File: src/hw/rtl/websocket_frame_unmasker_assert.svh
// ----------------------------------------------------------------------------
// Assertion macros for the frame unmasker
// Same-cycle and next-cycle implication checks, reset-qualified.
// Both macros expand to nothing when SYNTHESIS is defined.
// ----------------------------------------------------------------------------
`ifndef WEBSOCKET_FRAME_UNMASKER_ASSERT_SVH
`define WEBSOCKET_FRAME_UNMASKER_ASSERT_SVH
`ifndef SYNTHESIS
// ante true implies cons true in the same cycle
`define WFU_ASSERT_IMPL(lbl, clk, rst_n, ante, cons, msg) \
  lbl: assert property (@(posedge clk) disable iff (!rst_n) (ante) |-> (cons)) \
    else $error(msg);
// ante true implies cons true in the next cycle
`define WFU_ASSERT_NEXT(lbl, clk, rst_n, ante, cons, msg) \
  lbl: assert property (@(posedge clk) disable iff (!rst_n) (ante) |=> (cons)) \
    else $error(msg);
`else
`define WFU_ASSERT_IMPL(lbl, clk, rst_n, ante, cons, msg)
`define WFU_ASSERT_NEXT(lbl, clk, rst_n, ante, cons, msg)
`endif
`endif

File: src/hw/rtl/wfu_pkg.sv
// ----------------------------------------------------------------------------
// wfu_pkg
// Shared types and constants of the frame unmasker.
// ----------------------------------------------------------------------------
`timescale 1ns / 1ps
`default_nettype none

package wfu_pkg;

  // Header field constants
  localparam logic [7:0] MASK_BIT_M  = 8'h80;
  localparam logic [7:0] LEN7_M      = 8'h7F;
  localparam logic [6:0] LEN_EXT16   = 7'd126;
  localparam logic [6:0] LEN_EXT64   = 7'd127;

  // Result status codes
  localparam logic [1:0] ST_OK        = 2'd0;
  localparam logic [1:0] ST_TOO_SHORT = 2'd1;
  localparam logic [1:0] ST_UNSUP     = 2'd2;
  localparam logic [1:0] ST_TRUNC     = 2'd3;

  // One input transaction
  typedef struct packed {
    logic [7:0] data;
    logic       last;
  } item_t;

  // One result transaction
  typedef struct packed {
    logic [7:0] payload_byte;
    logic       byte_valid;
    logic       frame_end;
    logic [1:0] status;
  } res_t;

endpackage

`default_nettype wire

File: src/hw/rtl/websocket_frame_unmasker.sv
// ----------------------------------------------------------------------------
// websocket_frame_unmasker
// Byte-serial frame decoder: parses the header, collects the mask key and
// outputs unmasked payload bytes with end and status flags.
// ----------------------------------------------------------------------------
//   channel | handshake              | payload
//   --------+------------------------+---------------------------------------
//   in      | in_valid_i, in_stall_o | in_byte_i, buffer_end_i
//   out     | out_valid_o, out_stall_i | payload_byte_o, byte_valid_o,
//           |                        | frame_end_o, status_o
//
// One byte per cycle while the result side does not stall: an input register,
// the header/unmask logic and a result register; an accepted byte is held in
// the input register, decoded, and its result is loaded into the result register.
// Bytes that give no result pass the decoder even while the result is stalled.
// Reset returns the parser to the first header byte and empties both registers.
// ----------------------------------------------------------------------------
`timescale 1ns / 1ps
`default_nettype none

module websocket_frame_unmasker
  import wfu_pkg::*;
(
  input  wire logic       clk_i,
  input  wire logic       rst_ni,
  input  wire logic       in_valid_i,
  output logic            in_stall_o,
  input  wire logic [7:0] in_byte_i,
  input  wire logic       buffer_end_i,
  output logic            out_valid_o,
  input  wire logic       out_stall_i,
  output logic [7:0]      payload_byte_o,
  output logic            byte_valid_o,
  output logic            frame_end_o,
  output logic [1:0]      status_o
);

  logic  item_valid;
  item_t item;
  logic  res_valid;
  res_t  res;
  logic  out_free;
  logic  adv;
  res_t  out_res;

  // Decode a held byte when it gives no result or its result has somewhere to go
  assign adv = item_valid && (out_free || !res_valid);

  wfu_in_reg u_in_reg (
    .clk_i        (clk_i),
    .rst_ni       (rst_ni),
    .in_valid_i   (in_valid_i),
    .in_stall_o   (in_stall_o),
    .in_byte_i    (in_byte_i),
    .buffer_end_i (buffer_end_i),
    .adv_i        (adv),
    .item_valid_o (item_valid),
    .item_o       (item)
  );

  wfu_decoder u_decoder (
    .clk_i        (clk_i),
    .rst_ni       (rst_ni),
    .item_valid_i (item_valid),
    .item_i       (item),
    .adv_i        (adv),
    .res_valid_o  (res_valid),
    .res_o        (res)
  );

  wfu_out_reg u_out_reg (
    .clk_i       (clk_i),
    .rst_ni      (rst_ni),
    .res_load_i  (adv && res_valid),
    .res_i       (res),
    .free_o      (out_free),
    .out_valid_o (out_valid_o),
    .out_stall_i (out_stall_i),
    .res_o       (out_res)
  );

  assign payload_byte_o = out_res.payload_byte;
  assign byte_valid_o   = out_res.byte_valid;
  assign frame_end_o    = out_res.frame_end;
  assign status_o       = out_res.status;

endmodule

`default_nettype wire

File: src/hw/rtl/wfu_in_reg.sv
// ----------------------------------------------------------------------------
// wfu_in_reg
// Input register: captures one byte transaction and holds it until decoded.
// ----------------------------------------------------------------------------
`timescale 1ns / 1ps
`default_nettype none

module wfu_in_reg
  import wfu_pkg::*;
(
  input  wire logic  clk_i,
  input  wire logic  rst_ni,
  input  wire logic  in_valid_i,
  output logic       in_stall_o,
  input  wire logic  [7:0] in_byte_i,
  input  wire logic  buffer_end_i,
  input  wire logic  adv_i,
  output logic       item_valid_o,
  output item_t      item_o
);

  logic  valid_q;
  logic  valid_d;
  logic  load;
  item_t item_q;

  // Stall only while a held transaction cannot move on
  assign in_stall_o = valid_q && !adv_i;
  assign load       = in_valid_i && !in_stall_o;

  // Refill on load, drop on advance
  always_comb begin
    valid_d = valid_q;
    if (load) begin
      valid_d = 1'b1;
    end else if (adv_i) begin
      valid_d = 1'b0;
    end
  end

  always_ff @(posedge clk_i or negedge rst_ni) begin
    if (!rst_ni) begin
      valid_q <= 1'b0;
    end else begin
      valid_q <= valid_d;
    end
  end

  // Capture payload
  always_ff @(posedge clk_i) begin
    if (load) begin
      item_q.data <= in_byte_i;
      item_q.last <= buffer_end_i;
    end
  end

  assign item_valid_o = valid_q;
  assign item_o       = item_q;

endmodule

`default_nettype wire

File: src/hw/rtl/wfu_decoder.sv
// ----------------------------------------------------------------------------
// wfu_decoder
// Frame header parser, mask key store and payload unmasking.
// ----------------------------------------------------------------------------
`timescale 1ns / 1ps
`default_nettype none

`include "websocket_frame_unmasker_assert.svh"

module wfu_decoder
  import wfu_pkg::*;
(
  input  wire logic  clk_i,
  input  wire logic  rst_ni,
  input  wire logic  item_valid_i,
  input  wire item_t item_i,
  input  wire logic  adv_i,
  output logic       res_valid_o,
  output res_t       res_o
);

  localparam logic [2:0] PH_HDR0   = 3'd0;
  localparam logic [2:0] PH_HDR1   = 3'd1;
  localparam logic [2:0] PH_EXT_HI = 3'd2;
  localparam logic [2:0] PH_EXT_LO = 3'd3;
  localparam logic [2:0] PH_MASK   = 3'd4;
  localparam logic [2:0] PH_DATA   = 3'd5;
  localparam logic [2:0] PH_DRAIN  = 3'd6;

  logic [2:0]  phase_q, phase_d;
  logic        masked_q, masked_d;
  logic [15:0] rem_q, rem_d;
  logic [1:0]  kidx_q, kidx_d;
  logic [7:0]  key_q [4];
  logic        key_we;
  logic        len_known;
  logic        pay_start;
  logic        res_v;
  res_t        res;
  logic [6:0]  len7;
  logic [7:0]  data_v;

  assign len7   = item_i.data[6:0] & LEN7_M[6:0];
  assign data_v = masked_q ? (item_i.data ^ key_q[kidx_q]) : item_i.data;

  // Next state and result for the held transaction
  always_comb begin
    phase_d   = phase_q;
    masked_d  = masked_q;
    rem_d     = rem_q;
    kidx_d    = kidx_q;
    key_we    = 1'b0;
    len_known = 1'b0;
    pay_start = 1'b0;
    res_v     = 1'b0;
    res       = '0;

    case (phase_q)
      PH_HDR0: begin
        if (item_i.last) begin
          res_v     = 1'b1;
          res.frame_end = 1'b1;
          res.status    = ST_TOO_SHORT;
        end else begin
          phase_d = PH_HDR1;
        end
      end
      PH_HDR1: begin
        masked_d = |(item_i.data & MASK_BIT_M);
        if (len7 == LEN_EXT64) begin
          res_v         = 1'b1;
          res.frame_end = 1'b1;
          res.status    = ST_UNSUP;
        end else if (len7 == LEN_EXT16) begin
          phase_d = PH_EXT_HI;
        end else begin
          rem_d     = {9'd0, len7};
          len_known = 1'b1;
        end
      end
      PH_EXT_HI: begin
        rem_d   = {item_i.data, 8'h00};
        phase_d = PH_EXT_LO;
      end
      PH_EXT_LO: begin
        rem_d     = {rem_q[15:8], item_i.data};
        len_known = 1'b1;
      end
      PH_MASK: begin
        key_we = 1'b1;
        if (kidx_q == 2'd3) begin
          pay_start = 1'b1;
        end else begin
          kidx_d = kidx_q + 2'd1;
        end
      end
      PH_DATA: begin
        kidx_d           = kidx_q + 2'd1;
        rem_d            = rem_q - 16'd1;
        res_v            = 1'b1;
        res.payload_byte = data_v;
        res.byte_valid   = 1'b1;
        if (rem_d == 16'd0) begin
          res.frame_end = 1'b1;
        end else if (item_i.last) begin
          res.frame_end = 1'b1;
          res.status    = ST_TRUNC;
        end
      end
      default: begin
      end
    endcase

    // Length settled: collect the key or start the payload
    if (len_known) begin
      if (masked_d) begin
        kidx_d  = 2'd0;
        phase_d = PH_MASK;
      end else begin
        pay_start = 1'b1;
      end
    end

    // Payload start: empty frame closes at once
    if (pay_start) begin
      kidx_d = 2'd0;
      if (rem_d == 16'd0) begin
        res_v         = 1'b1;
        res.frame_end = 1'b1;
        res.status    = ST_OK;
      end else begin
        phase_d = PH_DATA;
      end
    end

    // Frame closed: ignore bytes until the buffer ends
    if (res_v && res.frame_end) begin
      phase_d = PH_DRAIN;
    end

    // Buffer end: flag an open frame and rearm
    if (item_i.last) begin
      if ((phase_q != PH_DRAIN) && !res_v) begin
        res_v         = 1'b1;
        res.frame_end = 1'b1;
        res.status    = ST_TRUNC;
      end
      phase_d  = PH_HDR0;
      masked_d = 1'b0;
      rem_d    = 16'd0;
      kidx_d   = 2'd0;
    end
  end

  // Advance state on each decoded transaction
  always_ff @(posedge clk_i or negedge rst_ni) begin
    if (!rst_ni) begin
      phase_q  <= PH_HDR0;
      masked_q <= 1'b0;
      rem_q    <= 16'd0;
      kidx_q   <= 2'd0;
    end else if (adv_i) begin
      phase_q  <= phase_d;
      masked_q <= masked_d;
      rem_q    <= rem_d;
      kidx_q   <= kidx_d;
    end
  end

  // Store mask key bytes
  always_ff @(posedge clk_i) begin
    if (adv_i && key_we) begin
      key_q[kidx_q] <= item_i.data;
    end
  end

  assign res_valid_o = item_valid_i && res_v;
  assign res_o       = res;

  `WFU_ASSERT_IMPL(a_nodata_ends, clk_i, rst_ni, res_valid_o && !res_o.byte_valid, res_o.frame_end, "result without data must close the frame")
  `WFU_ASSERT_IMPL(a_status_ends, clk_i, rst_ni, res_valid_o && (res_o.status != ST_OK), res_o.frame_end, "error status must close the frame")
  `WFU_ASSERT_IMPL(a_data_phase, clk_i, rst_ni, res_valid_o && res_o.byte_valid, phase_q == PH_DATA, "payload byte outside data phase")
  `WFU_ASSERT_NEXT(a_end_rearm, clk_i, rst_ni, adv_i && item_i.last, phase_q == PH_HDR0, "buffer end did not rearm the header parser")

endmodule

`default_nettype wire

File: src/hw/rtl/wfu_out_reg.sv
// ----------------------------------------------------------------------------
// wfu_out_reg
// Result register: holds one result transaction until the sink takes it.
// ----------------------------------------------------------------------------
`timescale 1ns / 1ps
`default_nettype none

module wfu_out_reg
  import wfu_pkg::*;
(
  input  wire logic clk_i,
  input  wire logic rst_ni,
  input  wire logic res_load_i,
  input  wire res_t res_i,
  output logic      free_o,
  output logic      out_valid_o,
  input  wire logic out_stall_i,
  output res_t      res_o
);

  logic valid_q;
  logic valid_d;
  res_t res_q;

  // Room when empty or being taken this cycle
  assign free_o = !valid_q || !out_stall_i;

  always_comb begin
    valid_d = valid_q;
    if (res_load_i) begin
      valid_d = 1'b1;
    end else if (!out_stall_i) begin
      valid_d = 1'b0;
    end
  end

  always_ff @(posedge clk_i or negedge rst_ni) begin
    if (!rst_ni) begin
      valid_q <= 1'b0;
    end else begin
      valid_q <= valid_d;
    end
  end

  // Capture result
  always_ff @(posedge clk_i) begin
    if (res_load_i) begin
      res_q <= res_i;
    end
  end

  assign out_valid_o = valid_q;
  assign res_o       = res_q;

endmodule

`default_nettype wire
File: config.mk
export PLATFORM = sky130hd
export DESIGN_NAME = websocket_frame_unmasker
export DESIGN_NICKNAME = d
export VERILOG_FILES = /design/src/hw/rtl/wfu_pkg.sv /design/src/hw/rtl/websocket_frame_unmasker.sv /design/src/hw/rtl/wfu_in_reg.sv /design/src/hw/rtl/wfu_decoder.sv /design/src/hw/rtl/wfu_out_reg.sv
export VERILOG_INCLUDE_DIRS = /design/src /design/src/hw/rtl
export SDC_FILE = /design/constraint.sdc
export NUM_CORES = 1
export LEC_CHECK = 0
export BUFFER_PORTS_ARGS = -buffer_cell sky130_fd_sc_hd__buf_2
export CAP_MARGIN = 5
export CORE_MARGIN = 5
export CORE_UTILIZATION = 49
export CTS_CLUSTER_SIZE = 40
export DETAILED_ROUTE_END_ITERATION = 8
export PLACE_DENSITY_LB_ADDON = 0.2
export SKIP_CTS_REPAIR_TIMING = 1
export SYNTH_ARGS = -nofsm -noshare
export SYNTH_HDL_FRONTEND = slang
export SYNTH_SLANG_ARGS = --single-unit
File: constraint.sdc
create_clock -name clk_i -period 5.75 [get_ports clk_i]
set_input_delay 1.15 -clock clk_i [delete_from_list [all_inputs] [get_ports clk_i]]
set_output_delay 1.15 -clock clk_i [all_outputs]
set_load 0.005 [all_outputs]
=== Yosys cells after proc, flatten, opt, wreduce, memory -nomap -nowiden ===
Memory sizes are Yosys's and may differ from the RTL's.
Cells that the tools add are included.

* RAM bits: 32
* Logic and storage cells: 100
* Input bits: 13
* Memories: 1
* Output and inout port bits: 14
* Bits in registers: 45

{| class="wikitable"
|+ Memories
! name !! words !! bits a word !! rd ports !! clocked after memory_dff !! write ports !! RTL line !! text
|-
| u_decoder.key_q || 4 || 8 || 1 || 0 || 1 || wfu_decoder.sv:34 || <nowiki>logic [7:0] key_q [4];</nowiki>
|}

* Muxes and demuxes: 54
* Bitwise operators: 1
* Equality and inequality tests: 10
* Reduce and logical (&&, ||, !) cells: 20
* Add/subtract/negate cells: 2

{| class="wikitable"
|+ Operators by type and width
! kind !! number
|-
| 16-bit one-hot mux with 4 select lines || 1
|-
| 16-bit 2-to-1 mux || 3
|-
| 3-bit 2-to-1 mux || 15
|-
| 16-bit logical NOT || 2
|-
| 1-bit 2-to-1 mux || 23
|-
| 3-bit one-hot mux with 3 select lines || 2
|-
| 16-bit by 1-bit subtractor with 16-bit output, second input constant || 1
|-
| 7-bit equality test, second input constant || 2
|-
| 2-bit 2-to-1 mux || 6
|-
| 1-bit logical AND || 8
|-
| 8-bit 2-to-1 mux || 1
|-
| 8-bit bitwise XOR || 1
|-
| 3-bit by 2-bit equality test with 1-bit output, second input constant || 2
|-
| 3-bit equality test, second input constant || 2
|-
| 1-bit logical NOT || 6
|-
| 2-bit one-hot mux with 2 select lines || 1
|-
| 3-bit by 1-bit equality test with 1-bit output, second input constant || 1
|-
| 3-bit logical NOT || 1
|-
| 3-bit inequality test, second input constant || 1
|-
| 1-bit one-hot mux with 3 select lines || 1
|-
| 2-bit by 1-bit adder with 2-bit output, second input constant || 1
|-
| 2-bit equality test, second input constant || 1
|-
| 1-bit logical OR || 2
|-
| 2-bit by 1-bit inequality test with 1-bit output, second input constant || 1
|-
| other kinds (2) || 2
|}

=== Depth between registers and ports, before layout ===
* Depth in word-level cells: 20
* Mapped depth: 13
* Gate-level depth less buffers: 11

=== By module ===
From an unflattened synthesis, not the netlist that was laid out.

* Cell total of the unflattened synthesis: 386
* Area total of the unflattened synthesis: 4,201.5 um2

{| class="wikitable"
|+ Modules (own cells, without submodules)
! module !! cells each !! instances !! sequential area each (um2) !! area an instance (um2)
|-
| wfu_decoder || 354 || 1 || 1,511.4 || 3,458.3
|-
| wfu_out_reg || 15 || 1 || 385.4 || 396.6
|-
| wfu_in_reg || 14 || 1 || 295.3 || 327.8
|-
| websocket_frame_unmasker || 3 || 1 || 0.0 || 18.8
|}

=== Worst setup path after synthesis ===
No wires, ideal clock.

* Kind: reg2out
* Start: register u_decoder.rem_q[0]
* End: output in_stall_o
* Data arrival time: 2.829 ns
* Buffers on the path: 1
* Stages on the path, launching flop included: 13
* Setup slack: 1.771 ns
* Required time: 4.600 ns
* Cells stage by stage: dfrtp_1 > buf_6 > inv_1 > ha_1 > nor3b_2 > nand4_1 > o211a_1 > nor4b_2 > nand4_1 > nor4_4 > a21boi_2 > nand2b_1 > nor2_1

* Cells in the longest elaborated chain, start to end: 16
* Elaborated cells between the ends (all ways): 17
* Those cells by class: add/sub: 1; mux: 7; reduce/logical: 9

{| class="wikitable"
|+ RTL lines
! item !! RTL line !! text
|-
| start: declaration || wfu_decoder.sv:32 || <nowiki>logic [15:0] rem_q, rem_d;</nowiki>
|-
| start signal: assignment || wfu_decoder.sv:165 || <nowiki>rem_q <= rem_d;</nowiki>
|-
| parallel branches: the longest is 2 deep, another holds 16-bit by 1-bit subtractor with 16-bit output || - ||
|-
| 16-bit one-hot mux with 4 select lines * || wfu_decoder.sv:58 || <nowiki>case (phase_q)</nowiki>
|-
| 16-bit logical NOT * || wfu_decoder.sv:127 || <nowiki>if (rem_d == 16'd0) begin</nowiki>
|-
| 1-bit 2-to-1 mux * || wfu_decoder.sv:127 ||
|-
| 1-bit 2-to-1 mux * || wfu_decoder.sv:125 || <nowiki>if (pay_start) begin</nowiki>
|-
| 1-bit logical NOT || wfu_decoder.sv:143 || <nowiki>if ((phase_q != PH_DRAIN) && !res_v) begin</nowiki>
|-
| 1-bit logical AND || wfu_decoder.sv:143 ||
|-
| 1-bit 2-to-1 mux || wfu_decoder.sv:143 ||
|-
| 1-bit 2-to-1 mux * || wfu_decoder.sv:142 || <nowiki>if (item_i.last) begin</nowiki>
|-
| 1-bit logical AND * || wfu_decoder.sv:177 || <nowiki>assign res_valid_o = item_valid_i && res_v;</nowiki>
|-
| 1-bit logical NOT * || websocket_frame_unmasker.sv:47 || <nowiki>assign adv = item_valid && (out_free || !res_valid);</nowiki>
|-
| 1-bit logical OR * || websocket_frame_unmasker.sv:47 ||
|-
| 1-bit logical AND * || websocket_frame_unmasker.sv:47 ||
|-
| 1-bit logical NOT * || wfu_in_reg.sv:28 || <nowiki>assign in_stall_o = valid_q && !adv_i;</nowiki>
|-
| 1-bit logical AND * || wfu_in_reg.sv:28 ||
|-
| end: declaration || websocket_frame_unmasker.sv:27 || <nowiki>output logic in_stall_o,</nowiki>
|}

Every way passes the cells marked *.

=== Worst setup path in the final report ===
Ends and elaborated chain as after synthesis.

==> results.py <==
metrics = {
    "hold_path": {
        "holdCritStartpoint": "u_decoder.rem_q[11]",
        "hold_path_class": "register to register",
        "min_path_cells": 2,
    },
    "setup_path": {
        "worst-path-max-fanout": 14,
        "reg2reg_depth": 11,
        "crit_cells": 12,
        "path_buf_inv": 2,
        "crit_start": "u_decoder.rem_q[0]",
        "crit_chain": "inv_1 > ha_1 > nor3b_2 > nand4_1 > o211a_1 > nor4b_2 > nand4_1 > nor4_4 > a21boi_2 > nand2b_1 > nor2_1 > buf_2",
        "worst_setup_path_end_kind": "output pin",
        "worstPathArrival_ns": 3.96,
        "crit_top_cell": "nand4_1",
        "cp_top_family": "simple AND/OR/NAND/NOR gates",
        "crit_required_ns": 4.60,
        "startpoint_type": "register",
        "critPathMaxStageDelay_ns": 0.52,
        "path_class": "register to output pin",
        "rr_startpoint": "u_decoder.rem_q[0]",
        "slowest_stage": "nor3b_2",
    },
    "synth": {
        "yosysMostFrequentCell": "edfxtp_1",
        "syn_area_sq_mm": 0.00450,
        "synth_top_family_by_area": "compound AO/OA/AOI/OAI gates",
        "postSynthCellCount": 427,
        "synth_top_area_share_pct": 35.4,
        "async_reset_ff_share_pct": 31.2,
        "yosysTopAreaCell": "edfxtp_1",
        "synth_edf_count": 53,
        "muxShareOfSynthArea_pct": 6.70,
        "yosys-top-cells-area": "edfxtp_1 (35%), dfrtp_1 (13%), mux4_2 (4.0%)",
        "synth-simple-area-share_pct": 16.7,
        "synthFlopType": "edfxtp_1",
        "synth_nets": 448,
        "ys_seq_area_share_pct": 48.7,
        "synthTopCellsByCount": "edfxtp_1 (53), nor2_1 (41), nand2_1 (36)",
        "synth_compound_area_share_pct": 18.2,
        "synth-seq-cells": 77,
        "synth_adder_area_share_pct": 2.22,
        "ys_types": 71,
        "synth_area_per_cell_sq_um": 10.5,
        "yosys_warnings": 0,
        "yosys.area_share.xor_xnor_pct": 2.92,
    },
    "routing": {
        "drtIter0Drc": 321,
        "dr.pass1.iters": 6,
        "wl_per_cell_um": 22.3,
        "route.detailed.drc": 0,
        "vias_per_cell": 6.34,
        "ant_nets": 0,
        "finalWirelength_mm": 12.4,
        "vias": 3512,
    },
    "sta": {
        "worst_slack_ns": 0.641,
        "slew_violations": 0,
        "tns_ns": 0,
        "fmax_mhz": 196,
        "finalHoldViolations": 0,
        "fin_crit_ns": 5.11,
        "relSlewSlack_pct": 47.3,
        "setup_viol": 0,
        "skew_ns": 0.00934,
        "rsz0062_at_grt": "false",
        "fin_crit_sh_pct": 88.9,
        "worst_pin_slew_ns": 0.790,
    },
    "cts": {
        "cts_tree": "built",
        "cts_num_sinks": 77,
        "clk_pin_slew_ns": 0.09,
        "clock_latency_ns": 0.36,
        "clockRootBuffer": "clkbuf_8",
        "htreeDepth": 3,
        "clockBufferDepth": 2,
        "cts_buffers": 9,
    },
    "global_routing": {
        "antenna_found_initial": 0,
        "grt_pass1_wl_mm": 19.6,
        "grt_pass1_vias": 3421,
        "grt_start_max_net_pins": 25,
        "gr-total-overflow": 0,
        "track_usage_pct": 22.9,
    },
    "final_layout": {
        "layout-drive-gt1-share_pct": 16.5,
        "register_area_sq_mm": 0.00219,
        "synthToLayoutAreaGrowth_pct": 7.90,
        "multi_input_area_sq_mm": 0.00210,
        "fill_cells": 834,
        "antenna_cells": 0,
        "nNetsFinal": 459,
        "stdcell_count": 554,
    },
    "placement": {
        "io_buffers": 26,
        "place_inst": 538,
        "pre_cts_ws_ns": 1.08,
        "hpwl_mm": 8.70,
        "place_congestion": 0.958,
    },
    "die": {
        "die-area_sq_mm": 0.0112,
        "ioPinCount": 27,
        "die_w_um": 106,
        "start_util_pct": 49.4,
        "core_sq_mm": 0.00911,
        "fp.dieH_um": 106,
        "num_rows": 35,
    },
    "status": {
        "outcome": "completed",
    },
    "job": {
        "maxCapViolations": 0,
    },
    "pwr": {
        "p_per_area_mw_per_mm2": 474,
        "p_leak_nw": 1.79,
        "ir_drop_mv": 0.204,
    },
}
-- worst min-delay path: stages, from the launching register on --
cell,delay (ns)
dfrtp_1,0.39
nand3_1,0.09
o211ai_1,0.10
-- routing by layer --
metal	part of all wire, %	global-route usage (%)	vias to the layer above	wire length (um)
met3	7.3	3.31	20	900
met1	46	34.1	1685	5680
met5	0	0	-	0
li1	-	-	1641	-
met2	45	34.3	166	5520
met4	2.1	7.86	0	261
-- final cells by class --
class,instances,share of cell area [%]
clock buffers,9,2.55
repair buffers,32,3.61
inverters,16,1.24
multi-input cells,302,43.3
well taps,111,2.86
flip-flops and latches,77,45.2
clock inverters,7,1.29
-- final timing paths --
check | slack [ns] | endpoint
worst min-delay path | 0.61 | u_decoder.rem_q[11]
max in group asynchronous | 4.54 | u_decoder.kidx_q[1]
worst max register to register | 1.29 | u_decoder.key_q[3][1]
min in group asynchronous | 0.80 | u_decoder.masked_q
worst min register to register | 0.61 | u_decoder.rem_q[11]
worst max-delay path | 0.64 | in_stall_o
-- cells by family after synthesis --
family | Yosys count
AO/OA/AOI/OAI | 117
AND/OR/NAND/NOR | 145
flip-flops | 77
multiplexers | 17
adder cells (fa/ha/maj) | 8
XOR/XNOR | 15
buffers and inverters | 48
-- flip-flops by register name, summed over array words and instances (netlist names) --
register and cells:
u_in_reg.item_valid_o 1, u_decoder.kidx_q 2, u_decoder.masked_q 1, u_out_reg.out_valid_o 1, u_out_reg.res_o 12, u_decoder.phase_q 3, u_in_reg.item_o 9, u_decoder.rem_q 16
u_decoder.key_q 32
-- placed cells by master (no fill, tap or decap), types with 5 or more instances in the layout --
cell      synthesis  final
nand4_1           5      5
xor2_1            9      9
a21oi_1          23     23
buf_2             8     26
mux2_4            6      6
nor2_1           41     41
nor3_1            5      5
nand3_1          13     13
o211ai_1         12     12
dfrtp_1          24     24
nor4_1            9      9
xnor2_1           6      6
mux4_2            8      8
buf_4             0      6
nor2b_1           5      5
edfxtp_1         53     53
o21ai_0          24     24
ha_1              8      8
inv_1            13     13
clkbuf_8          0      9
nand2_1          36     36
-- power breakdown --
group          total, W  switching (W)  internal [W]
combinational   0.00101       0.000608      0.000407
sequential     0.000886       0.000189      0.000697
clock          0.000401       0.000233      0.000168
-- per-stage QoR --
stage	total power [W]	hold WS (ns)	util [%]	cell area, sq um
floorplan	0.00160	0.476	-	4500
global placement	0.00189	0.562	51.2	4670
detailed placement	0.00189	0.591	51.2	4670
CTS	0.00229	0.611	53.3	4850
global route	0.00245	0.649	53.3	4850
finish	0.00230	0.614	53.3	4850
No activity file was read; power rests on OpenSTA's default activity.
